`src/hdl/a52_pkg.sv`:
```
// shared types, constants and lfsr helpers for the a5/2 keystream generator
package a52_pkg;

    localparam int KEY_W    = 64;
    localparam int FRAME_W  = 22;
    localparam int LOAD_W   = KEY_W + FRAME_W;
    localparam int WARM_N   = 99;
    localparam int CNT_W    = 7;
    localparam int R1_W     = 19;
    localparam int R2_W     = 22;
    localparam int R3_W     = 23;
    localparam int R4_W     = 17;
    localparam int LFSR_W   = 23;

    localparam logic [KEY_W-1:0]  KEY_RESET = 64'h0000_0012_3456_7890;
    localparam logic [LFSR_W-1:0] TAPS_R1   = 23'h072000;
    localparam logic [LFSR_W-1:0] TAPS_R2   = 23'h300000;
    localparam logic [LFSR_W-1:0] TAPS_R3   = 23'h700080;
    localparam logic [LFSR_W-1:0] TAPS_R4   = 23'h010400;

    localparam logic [CNT_W-1:0] LOAD_LAST = CNT_W'(LOAD_W - 1);
    localparam logic [CNT_W-1:0] WARM_LAST = CNT_W'(WARM_N - 1);

    typedef enum logic [1:0] {
        ST_IDLE,
        ST_LOAD,
        ST_WARM
    } t_state;

    // commands from the sequencer to the datapath
    typedef struct packed {
        logic start;     // latch frame and key, clear kept bits
        logic load_bit;  // clock one load bit into all registers
        logic step;      // one cipher step
        logic step_out;  // step also updates kept bits and output word
    } t_dp_cmd;

    function automatic logic maj3(input logic a, input logic b, input logic c);
        maj3 = (a & b) ^ (b & c) ^ (c & a);
    endfunction

    // one lfsr clock: force zero to one, xor input into bit 0, shift in parity
    function automatic logic [LFSR_W-1:0] lfsr_clock(input logic [LFSR_W-1:0] cur,
                                                     input logic              in_bit,
                                                     input logic [LFSR_W-1:0] taps,
                                                     input logic [LFSR_W-1:0] mask);
        logic [LFSR_W-1:0] v;
        logic              fb;
        v = cur;
        if (v == '0) begin
            v = {{(LFSR_W-1){1'b0}}, 1'b1};
        end
        v[0] = v[0] ^ in_bit;
        fb = ^(v & taps);
        lfsr_clock = {v[LFSR_W-2:0], fb} & mask;
    endfunction

endpackage

```
`src/hdl/a52_keystream_generator.sv`:
```
// a5/2 keystream generator top level: sequencer plus lfsr datapath
// generate word: one cipher step in the accept cycle, bit shown on the next cycle
// throughput: one generate word per cycle while the output side keeps taking words
// reinitialize word: busy after accept while the 86 load bits are clocked in and the 99 warm-up steps run
// reset: synchronous active low; lfsrs and kept bits clear, key returns to 0x1234567890
module a52_keystream_generator import a52_pkg::*; (
    input  logic               i_clk,
    input  logic               i_rst_n,
    // key write channel, always ready
    input  logic               i_cfg_valid,
    output logic               o_cfg_ready,
    input  logic [KEY_W-1:0]   i_cipher_key,
    // input words
    input  logic               i_in_valid,
    output logic               o_in_ready,
    input  logic               i_operation,
    input  logic [FRAME_W-1:0] i_frame_number,
    // output words
    output logic               o_out_valid,
    input  logic               i_out_ready,
    output logic               o_keystream_bit
);

    t_dp_cmd cmd;

    // key register has no conflicts, so writes are taken every cycle
    assign o_cfg_ready = 1'b1;

    // sequencer: owns the handshakes and the load / warm-up counter
    a52_ctrl u_ctrl (
        .i_clk       (i_clk),
        .i_rst_n     (i_rst_n),
        .i_in_valid  (i_in_valid),
        .i_operation (i_operation),
        .i_out_ready (i_out_ready),
        .o_in_ready  (o_in_ready),
        .o_out_valid (o_out_valid),
        .o_cmd       (cmd)
    );

    // datapath: the four lfsrs with majority clocking and the output bit register
    a52_datapath u_dp (
        .i_clk           (i_clk),
        .i_rst_n         (i_rst_n),
        .i_cfg_we        (i_cfg_valid & o_cfg_ready),
        .i_cipher_key    (i_cipher_key),
        .i_frame_number  (i_frame_number),
        .i_cmd           (cmd),
        .o_keystream_bit (o_keystream_bit)
    );

endmodule

```
`src/hdl/a52_datapath.sv`:
```
// lfsr datapath: key register, load shifter, four lfsrs, kept bits, output word
module a52_datapath import a52_pkg::*; (
    input  logic               i_clk,
    input  logic               i_rst_n,
    input  logic               i_cfg_we,
    input  logic [KEY_W-1:0]   i_cipher_key,
    input  logic [FRAME_W-1:0] i_frame_number,
    input  t_dp_cmd            i_cmd,
    output logic               o_keystream_bit
);

    localparam logic [LFSR_W-1:0] MASK_R1 = LFSR_W'((1 << R1_W) - 1);
    localparam logic [LFSR_W-1:0] MASK_R2 = LFSR_W'((1 << R2_W) - 1);
    localparam logic [LFSR_W-1:0] MASK_R3 = LFSR_W'((1 << R3_W) - 1);
    localparam logic [LFSR_W-1:0] MASK_R4 = LFSR_W'((1 << R4_W) - 1);

    logic [KEY_W-1:0]  r_key;
    logic [LOAD_W-1:0] r_load, n_load;
    logic [R1_W-1:0]   r_r1, n_r1;
    logic [R2_W-1:0]   r_r2, n_r2;
    logic [R3_W-1:0]   r_r3, n_r3;
    logic [R4_W-1:0]   r_r4, n_r4;
    logic              r_keep1, n_keep1;
    logic              r_keep2, n_keep2;
    logic              r_keep3, n_keep3;
    logic              r_out_bit, n_out_bit;
    logic              maj_c;
    logic              clk1, clk2, clk3;

    assign maj_c = maj3(r_r4[3], r_r4[7], r_r4[10]);
    assign clk1  = (r_r4[10] == maj_c);
    assign clk2  = (r_r4[3] == maj_c);
    assign clk3  = (r_r4[7] == maj_c);

    always_comb begin
        n_load    = r_load;
        n_r1      = r_r1;
        n_r2      = r_r2;
        n_r3      = r_r3;
        n_r4      = r_r4;
        n_keep1   = r_keep1;
        n_keep2   = r_keep2;
        n_keep3   = r_keep3;
        n_out_bit = r_out_bit;
        if (i_cmd.start) begin
            n_load  = {i_frame_number, r_key};
            n_keep1 = 1'b0;
            n_keep2 = 1'b0;
            n_keep3 = 1'b0;
        end
        if (i_cmd.load_bit) begin
            n_r1   = R1_W'(lfsr_clock(LFSR_W'(r_r1), r_load[0], TAPS_R1, MASK_R1));
            n_r2   = R2_W'(lfsr_clock(LFSR_W'(r_r2), r_load[0], TAPS_R2, MASK_R2));
            n_r3   = R3_W'(lfsr_clock(r_r3, r_load[0], TAPS_R3, MASK_R3));
            n_r4   = R4_W'(lfsr_clock(LFSR_W'(r_r4), r_load[0], TAPS_R4, MASK_R4));
            n_load = r_load >> 1;
        end
        if (i_cmd.step) begin
            if (clk1) begin
                n_r1 = R1_W'(lfsr_clock(LFSR_W'(r_r1), 1'b0, TAPS_R1, MASK_R1));
                if (i_cmd.step_out) begin
                    n_keep1 = r_r1[R1_W-1] ^ maj3(n_r1[12], ~n_r1[14], n_r1[15]);
                end
            end
            if (clk2) begin
                n_r2 = R2_W'(lfsr_clock(LFSR_W'(r_r2), 1'b0, TAPS_R2, MASK_R2));
                if (i_cmd.step_out) begin
                    n_keep2 = r_r2[R2_W-1] ^ maj3(n_r2[9], n_r2[13], ~n_r2[16]);
                end
            end
            if (clk3) begin
                n_r3 = R3_W'(lfsr_clock(r_r3, 1'b0, TAPS_R3, MASK_R3));
                if (i_cmd.step_out) begin
                    n_keep3 = r_r3[R3_W-1] ^ maj3(~n_r3[13], n_r3[16], n_r3[18]);
                end
            end
            n_r4 = R4_W'(lfsr_clock(LFSR_W'(r_r4), 1'b0, TAPS_R4, MASK_R4));
        end
        if (i_cmd.step_out) begin
            n_out_bit = n_keep1 ^ n_keep2 ^ n_keep3;
        end
    end

    always_ff @(posedge i_clk) begin
        if (!i_rst_n) begin
            r_key   <= KEY_RESET;
            r_r1    <= '0;
            r_r2    <= '0;
            r_r3    <= '0;
            r_r4    <= '0;
            r_keep1 <= 1'b0;
            r_keep2 <= 1'b0;
            r_keep3 <= 1'b0;
        end else begin
            if (i_cfg_we) begin
                r_key <= i_cipher_key;
            end
            r_r1    <= n_r1;
            r_r2    <= n_r2;
            r_r3    <= n_r3;
            r_r4    <= n_r4;
            r_keep1 <= n_keep1;
            r_keep2 <= n_keep2;
            r_keep3 <= n_keep3;
        end
    end

    // payload only
    always_ff @(posedge i_clk) begin
        r_load    <= n_load;
        r_out_bit <= n_out_bit;
    end

    assign o_keystream_bit = r_out_bit;

endmodule

```
`src/hdl/a52_ctrl.sv`:
```
// sequencer: handshakes, load and warm-up counting, datapath commands
module a52_ctrl import a52_pkg::*; (
    input  logic    i_clk,
    input  logic    i_rst_n,
    input  logic    i_in_valid,
    input  logic    i_operation,
    input  logic    i_out_ready,
    output logic    o_in_ready,
    output logic    o_out_valid,
    output t_dp_cmd o_cmd
);

    t_state           r_state, n_state;
    logic [CNT_W-1:0] r_count, n_count;
    logic             r_out_valid, n_out_valid;
    logic             in_acc;

    always_ff @(posedge i_clk) begin
        if (!i_rst_n) begin
            r_state     <= ST_IDLE;
            r_count     <= '0;
            r_out_valid <= 1'b0;
        end else begin
            r_state     <= n_state;
            r_count     <= n_count;
            r_out_valid <= n_out_valid;
        end
    end

    always_comb begin
        n_state     = r_state;
        n_count     = r_count;
        n_out_valid = r_out_valid & ~i_out_ready;
        o_cmd       = '0;
        o_in_ready  = 1'b0;
        in_acc      = 1'b0;
        unique case (r_state)
            ST_IDLE: begin
                o_in_ready = ~r_out_valid | i_out_ready;
                in_acc     = i_in_valid & o_in_ready;
                if (in_acc) begin
                    if (i_operation) begin
                        o_cmd.start = 1'b1;
                        n_count     = '0;
                        n_state     = ST_LOAD;
                    end else begin
                        o_cmd.step     = 1'b1;
                        o_cmd.step_out = 1'b1;
                        n_out_valid    = 1'b1;
                    end
                end
            end
            ST_LOAD: begin
                o_cmd.load_bit = 1'b1;
                if (r_count == LOAD_LAST) begin
                    n_count = '0;
                    n_state = ST_WARM;
                end else begin
                    n_count = r_count + 1'b1;
                end
            end
            ST_WARM: begin
                o_cmd.step = 1'b1;
                if (r_count == WARM_LAST) begin
                    n_count = '0;
                    n_state = ST_IDLE;
                end else begin
                    n_count = r_count + 1'b1;
                end
            end
            default: begin
                n_state = ST_IDLE;
            end
        endcase
    end

    assign o_out_valid = r_out_valid;

endmodule

```
`config.mk`:
```
export PLATFORM = sky130hd
export DESIGN_NAME = a52_keystream_generator
export DESIGN_NICKNAME = d
export VERILOG_FILES = /design/src/hdl/a52_pkg.sv /design/src/hdl/a52_keystream_generator.sv /design/src/hdl/a52_datapath.sv /design/src/hdl/a52_ctrl.sv
export SDC_FILE = /design/constraint.sdc
export NUM_CORES = 1
export LEC_CHECK = 0
export BUFFER_PORTS_ARGS = -buffer_cell sky130_fd_sc_hd__buf_2
export CELL_PAD_IN_SITES_DETAIL_PLACEMENT = 1
export CELL_PAD_IN_SITES_GLOBAL_PLACEMENT = 1
export CORE_MARGIN = 3
export CORE_UTILIZATION = 25
export DETAILED_ROUTE_END_ITERATION = 8
export GPL_ROUTABILITY_DRIVEN = 0
export PLACE_DENSITY = 0.57
export SKIP_LAST_GASP = 1
export SLEW_MARGIN = 20
export SYNTH_ARGS = -nofsm -noshare
export SYNTH_HDL_FRONTEND = slang
export SYNTH_HIERARCHICAL = 1
export SYNTH_SLANG_ARGS = --single-unit
```
`constraint.sdc`:
```
create_clock -name i_clk -period 6.14 [get_ports i_clk]
set_clock_uncertainty 0.15 [all_clocks]
set_input_delay 0.614 -clock i_clk [delete_from_list [all_inputs] [get_ports i_clk]]
set_output_delay 0.614 -clock i_clk [all_outputs]
set_load 0.005 [all_outputs]
```
-- Yosys cells after proc, flatten, opt, wreduce, memory -nomap -nowiden
Index checks and enable logic that the tools add are counted.
- latch bits: 0
- bits of input ports: 92
- output and inout bits: 4
- ROM bits: 0
- memories: 0
- register bits after elaboration: 245
- memory bits (writable): 0
- $mul: 0
- mux-type cells: 62
- equality and inequality tests: 11
- $add $sub $neg: 1
- shifts and indexed selects: 0
- order comparisons: 0
- reduce and logical (&&, ||, !) cells: 18
- bitwise gates (word level): 37
- divide/modulo/power cells: 0
- operators with widths (operator ; number):
    $reduce_xor A23 Y1 ; 8
    $mux W85 ; 2
    $mux W23 ; 7
    $mux W22 ; 7
    $mux W19 ; 7
    $mux W17 ; 5
    $mux W7 ; 4
    $logic_not A23 Y1 ; 1
    $logic_not A22 Y1 ; 1
    $mux W1 ; 21
    $pmux W7 S3 ; 1
    $logic_not A19 Y1 ; 1
    $logic_not A17 Y1 ; 1
    $xor A1 B1 Y1 ; 17
    $and A1 B1 Y1 ; 14
    $eq A7 B7 Y1 const B ; 2
    $mux W2 ; 6
    $add A7 B1 Y7 const B ; 1
    $ne A2 B1 Y1 const B ; 3
    $pmux W2 S3 ; 1
    $not A1 Y1 ; 5
    $reduce_and A4 Y1 ; 1
    $reduce_bool A2 Y1 ; 2
    $eq A1 B1 Y1 ; 3
    other kinds (8) ; 8

-- Longest topological paths before layout
- depth after elaboration: 16
- mapped depth: 10
- gate-level depth less buffers: 9

-- By module
The synthesis kept the hierarchy.
- by module, submodules not included (module ; cells an instance ; area an instance (um^2) ; times used):
    a52_datapath ; 817 ; 9323.9 ; 1
    a52_ctrl ; 73 ; 659.4 ; 1
    a52_keystream_generator ; 2 ; 11.3 ; 1

-- Least setup slack after synthesis
No wires, ideal clock.
- path type: input to register
- from: in i_out_ready
- to: reg u_dp.r_load[0], enable pin
- data required time: 5.583 ns
- data arrival time: 2.223 ns
- stages: 4
- slack: 3.360 ns
- library setup time: 0.407 ns
- cell sequence: nand2b_4 and3_2 and2_1 or2_2
- RTL lines (item ; RTL line ; source):
    start: declaration ; a52_keystream_generator.sv:20 ; input logic i_out_ready,
    end signal: assignment ; a52_datapath.sv:110 ; r_load <= n_load;
    end: declaration ; a52_datapath.sv:18 ; logic [LOAD_W-1:0] r_load, n_load;

==> metrics.yaml <==
floorplan:
  core_mm2: 0.0391
  die_area_mm2: 0.0424
  start_util: 0.256
  ios: 96
  die_w_um: 206
  die_h_um: 206
  rows: 72
cells_and_area:
  drive_above_1_share: 0.251
  final_core_util: 0.304
  fin_cells: 1511
  final_nets: 1071
  area_growth_pct: 18.9
  num_antenna_cells: 0
drt:
  drt_iter0_markers: 312
  routed_wirelength_um: 21900
  drt_pass1_iterations: 4
  post_drt_wl_per_cell_um: 14.5
  ant_nets: 0
  vias: 6648
  viasPerCell: 4.40
  route.detailed.drc: 0
cts:
  cts_tree: "built"
  cts_buffers: 29
  clockRootBuffer: "clkbuf_16"
  htree_levels: 1
  hold_buffers: 0
  clkLatencyLatePin_ps: 550
  cts.reportedPaths.clkPinSlew_ps: 60
  postCtsResizedCells: 0
  cts.path.max_buffers: 3
  clock-sinks: 245
  cts_setup_buffers: 0
synth:
  yosysSeqAreaShare: 0.577
  yosys_warnings: 6
  synth_top_cell_by_area: "dfxtp_1"
  synth.distinct_cells: 62
  netlist.area_leader.share: 0.318
  synth_enable_flop_cells: 86
  async_flop_share: 0
  syn_avg_cell_area_um2: 11.2
  synthTopCellsByArea: "dfxtp_1 (32%), edfxtp_1 (26%), mux2_2 (9.6%)"
  synth_cells: 892
  synth.ff_latch_count: 245
  synth_ff_type: "dfxtp_1"
  synth.cell_area_mm2: 0.00999
  synth.net_count: 993
worst_setup_path:
  crit_type: "flop to flop"
  endpoint: "u_dp/o_keystream_bit$_DFFE_PP_"
  cp_max_fo: 25
  critPathLaunchType: "flop"
  crit_path_end_kind: "flop"
  reg2reg_depth: 9
  worstReg2RegStart: "u_ctrl/r_state[0]$_SDFFE_PN0P_"
  rrSetupSlack_ps: 2590
  startpoint: "u_ctrl/r_state[0]$_SDFFE_PN0P_"
  arrival_ps: 3690
  r2r-end: "u_dp/o_keystream_bit$_DFFE_PP_"
  critPathRequiredTime_ps: 6280
pwr:
  swShare: 0.243
  power_frac_clock: 0.418
  p_per_area_mw_per_mm2: 335
  leakagePower_nw: 4.45
  ir_worst_vdd_mv: 0.209
  p_comb_frac: 0.111
  power.internal_w: 0.00302
  seq_power_share: 0.471
  power_switching_w: 0.000966
global_route:
  grt_pass1_wl_um: 35800
  grt_use_total: 0.103
  grt_antenna_before_repair: 7
  grt_pass1_vias: 6802
  grt_overflow: 0
  grt_max_degree: 81
sta:
  fin_hold_ws_ps: 132
  max_freq_ghz: 0.282
  fin_crit_sh: 0.578
  slew_viol_final: 0
  rsz0062_at_grt: "no"
  slew_headroom: 0.347
  post-route-min-period_ps: 3550
  worstMarginPinSlew_ps: 973
  hold_viol: 0
  setup_violations: 0
  fin_setup_tns_ps: 0
placement:
  dp_cells: 1457
  hpwlAfterDp_um: 13800
  port_buffers: 94
job:
  cap_viol_max_count: 0
outcome:
  status: "finished clean"
worst_hold_path:
  hp-class: "input pin to flop"
-- cell families after synthesis --
kind of cell             synth area share
other                            0.000375
AO/OA/AOI/OAI                      0.0685
AND/OR/NAND/NOR                     0.120
XOR/XNOR                           0.0173
adder cells (fa/ha/maj)            0.0123
multiplexers                        0.176
buffers and inverters              0.0289
flip-flops                          0.577
-- per-stage QoR --
step | cell area (um2) | setup slack (ps) | total power (W)
5_1_grt | 11900 | 2150 | 0.00418
6_report | 11900 | 2590 | 0.00398
2_1_floorplan | 9990 | 3360 | 0.00222
3_3_place_gp | 10900 | 2550 | 0.00235
3_5_place_dp | 11000 | 2440 | 0.00236
4_1_cts | 11900 | 2570 | 0.00406
-- how the worst min path moves through the flow --
stage                              from                          end  slack (ps)  cells past startpoint
2_1_floorplan  u_dp/r_r1[17]$_SDFF_PN0_     u_dp/r_r1[17]$_SDFF_PN0_         280                      2
3_3_place_gp   u_dp/r_r1[17]$_SDFF_PN0_     u_dp/r_r1[17]$_SDFF_PN0_         290                      2
3_5_place_dp   u_dp/r_r1[17]$_SDFF_PN0_     u_dp/r_r1[17]$_SDFF_PN0_         310                      2
4_1_cts                 i_cipher_key[7]   u_dp/r_key[7]$_SDFFE_PN1P_         100                      3
5_1_grt                i_cipher_key[11]  u_dp/r_key[11]$_SDFFE_PN1P_         120                      3
6_report                i_cipher_key[7]   u_dp/r_key[7]$_SDFFE_PN1P_         130                      3
-- synthesized netlist by cell type (4+ instances only) --
cell,count
a21oi_1,68
a31oi_1,4
buf_1,9
buf_2,6
clkbuf_1,33
dfxtp_1,159
edfxtp_1,86
ha_1,9
inv_1,14
mux2_2,85
mux2i_1,80
nand2_1,121
nand3b_1,4
nor2_1,91
nor2b_1,4
nor3_1,5
nor4_1,13
o21ai_0,22
xnor2_1,16
-- layout by cell type, fill, tap and decap left out, types with 3 or more instances in the layout --
master,netlist,routed
a31oi_1,4,4
nor3_1,5,5
inv_1,14,14
ha_1,9,8
clkbuf_16,0,30
edfxtp_1,86,86
nand3b_1,4,4
dfxtp_1,159,159
nor4_1,13,13
nand3_1,3,3
mux2_2,85,85
clkinv_2,0,4
xnor2_1,16,16
nor2b_1,4,4
nand2_1,121,121
clkbuf_1,33,9
o21ai_0,22,22
o22ai_1,3,3
buf_4,3,7
buf_2,6,93
mux2i_1,80,80
a21oi_1,68,68
nor2_1,91,90
clkinv_1,1,4
-- state kept, by name, indices dropped and copies added, names as in the netlist --
| register | cells |
|---|---|
| u_dp/r_keep2 | 1 |
| u_dp/r_r4 | 17 |
| u_dp/r_key | 64 |
| u_ctrl/r_count | 7 |
| u_ctrl/r_state | 2 |
| u_dp/r_r1 | 19 |
| u_dp/o_keystream_bit | 1 |
| u_dp/r_load | 86 |
| u_dp/r_r2 | 22 |
| u_dp/r_r3 | 23 |
| u_ctrl/o_out_valid | 1 |
| u_dp/r_keep1 | 1 |
| u_dp/r_keep3 | 1 |
-- critical path, cell delays in order (launching register included) --
cell and delay, ps:
dfxtp_1 370, inv_1 110, ha_1 200, nand3b_1 110
nor2_1 420, or2_2 320, a21boi_2 790, a21oi_1 160
a31oi_1 230, xor3_1 430
-- power by group through the flow --
stage / combinational, W / sequential [W] / clock (W)
after global routing: 0.000497 / 0.00189 / 0.00180
after CTS: 0.000454 / 0.00188 / 0.00173
final: 0.000442 / 0.00188 / 0.00166
after detailed placement: 0.000451 / 0.00191 / 0
after floorplan: 0.000332 / 0.00189 / 0
after global placement: 0.000442 / 0.00191 / 0
-- cell type report --
| cell class | instances | area, um2 |
|---|---|---|
| multi-input cells | 579 | 3970 |
| well taps | 518 | 648 |
| fillers | 4445 | 27200 |
| flip-flops and latches | 245 | 5770 |
| repair buffers | 100 | 518 |
| inverters | 15 | 58.8 |
| clock buffers | 41 | 812 |
| clock inverters | 13 | 119 |
-- metal layers --
metal,part of all wire,up-vias,global-route usage
met2,0.44,97,0.167
met4,0.017,14,0.0269
met1,0.47,3216,0.134
met3,0.062,45,0.0309
met5,0.0040,-,0
li1,-,3276,-
(Power assumes the default switching activity.)
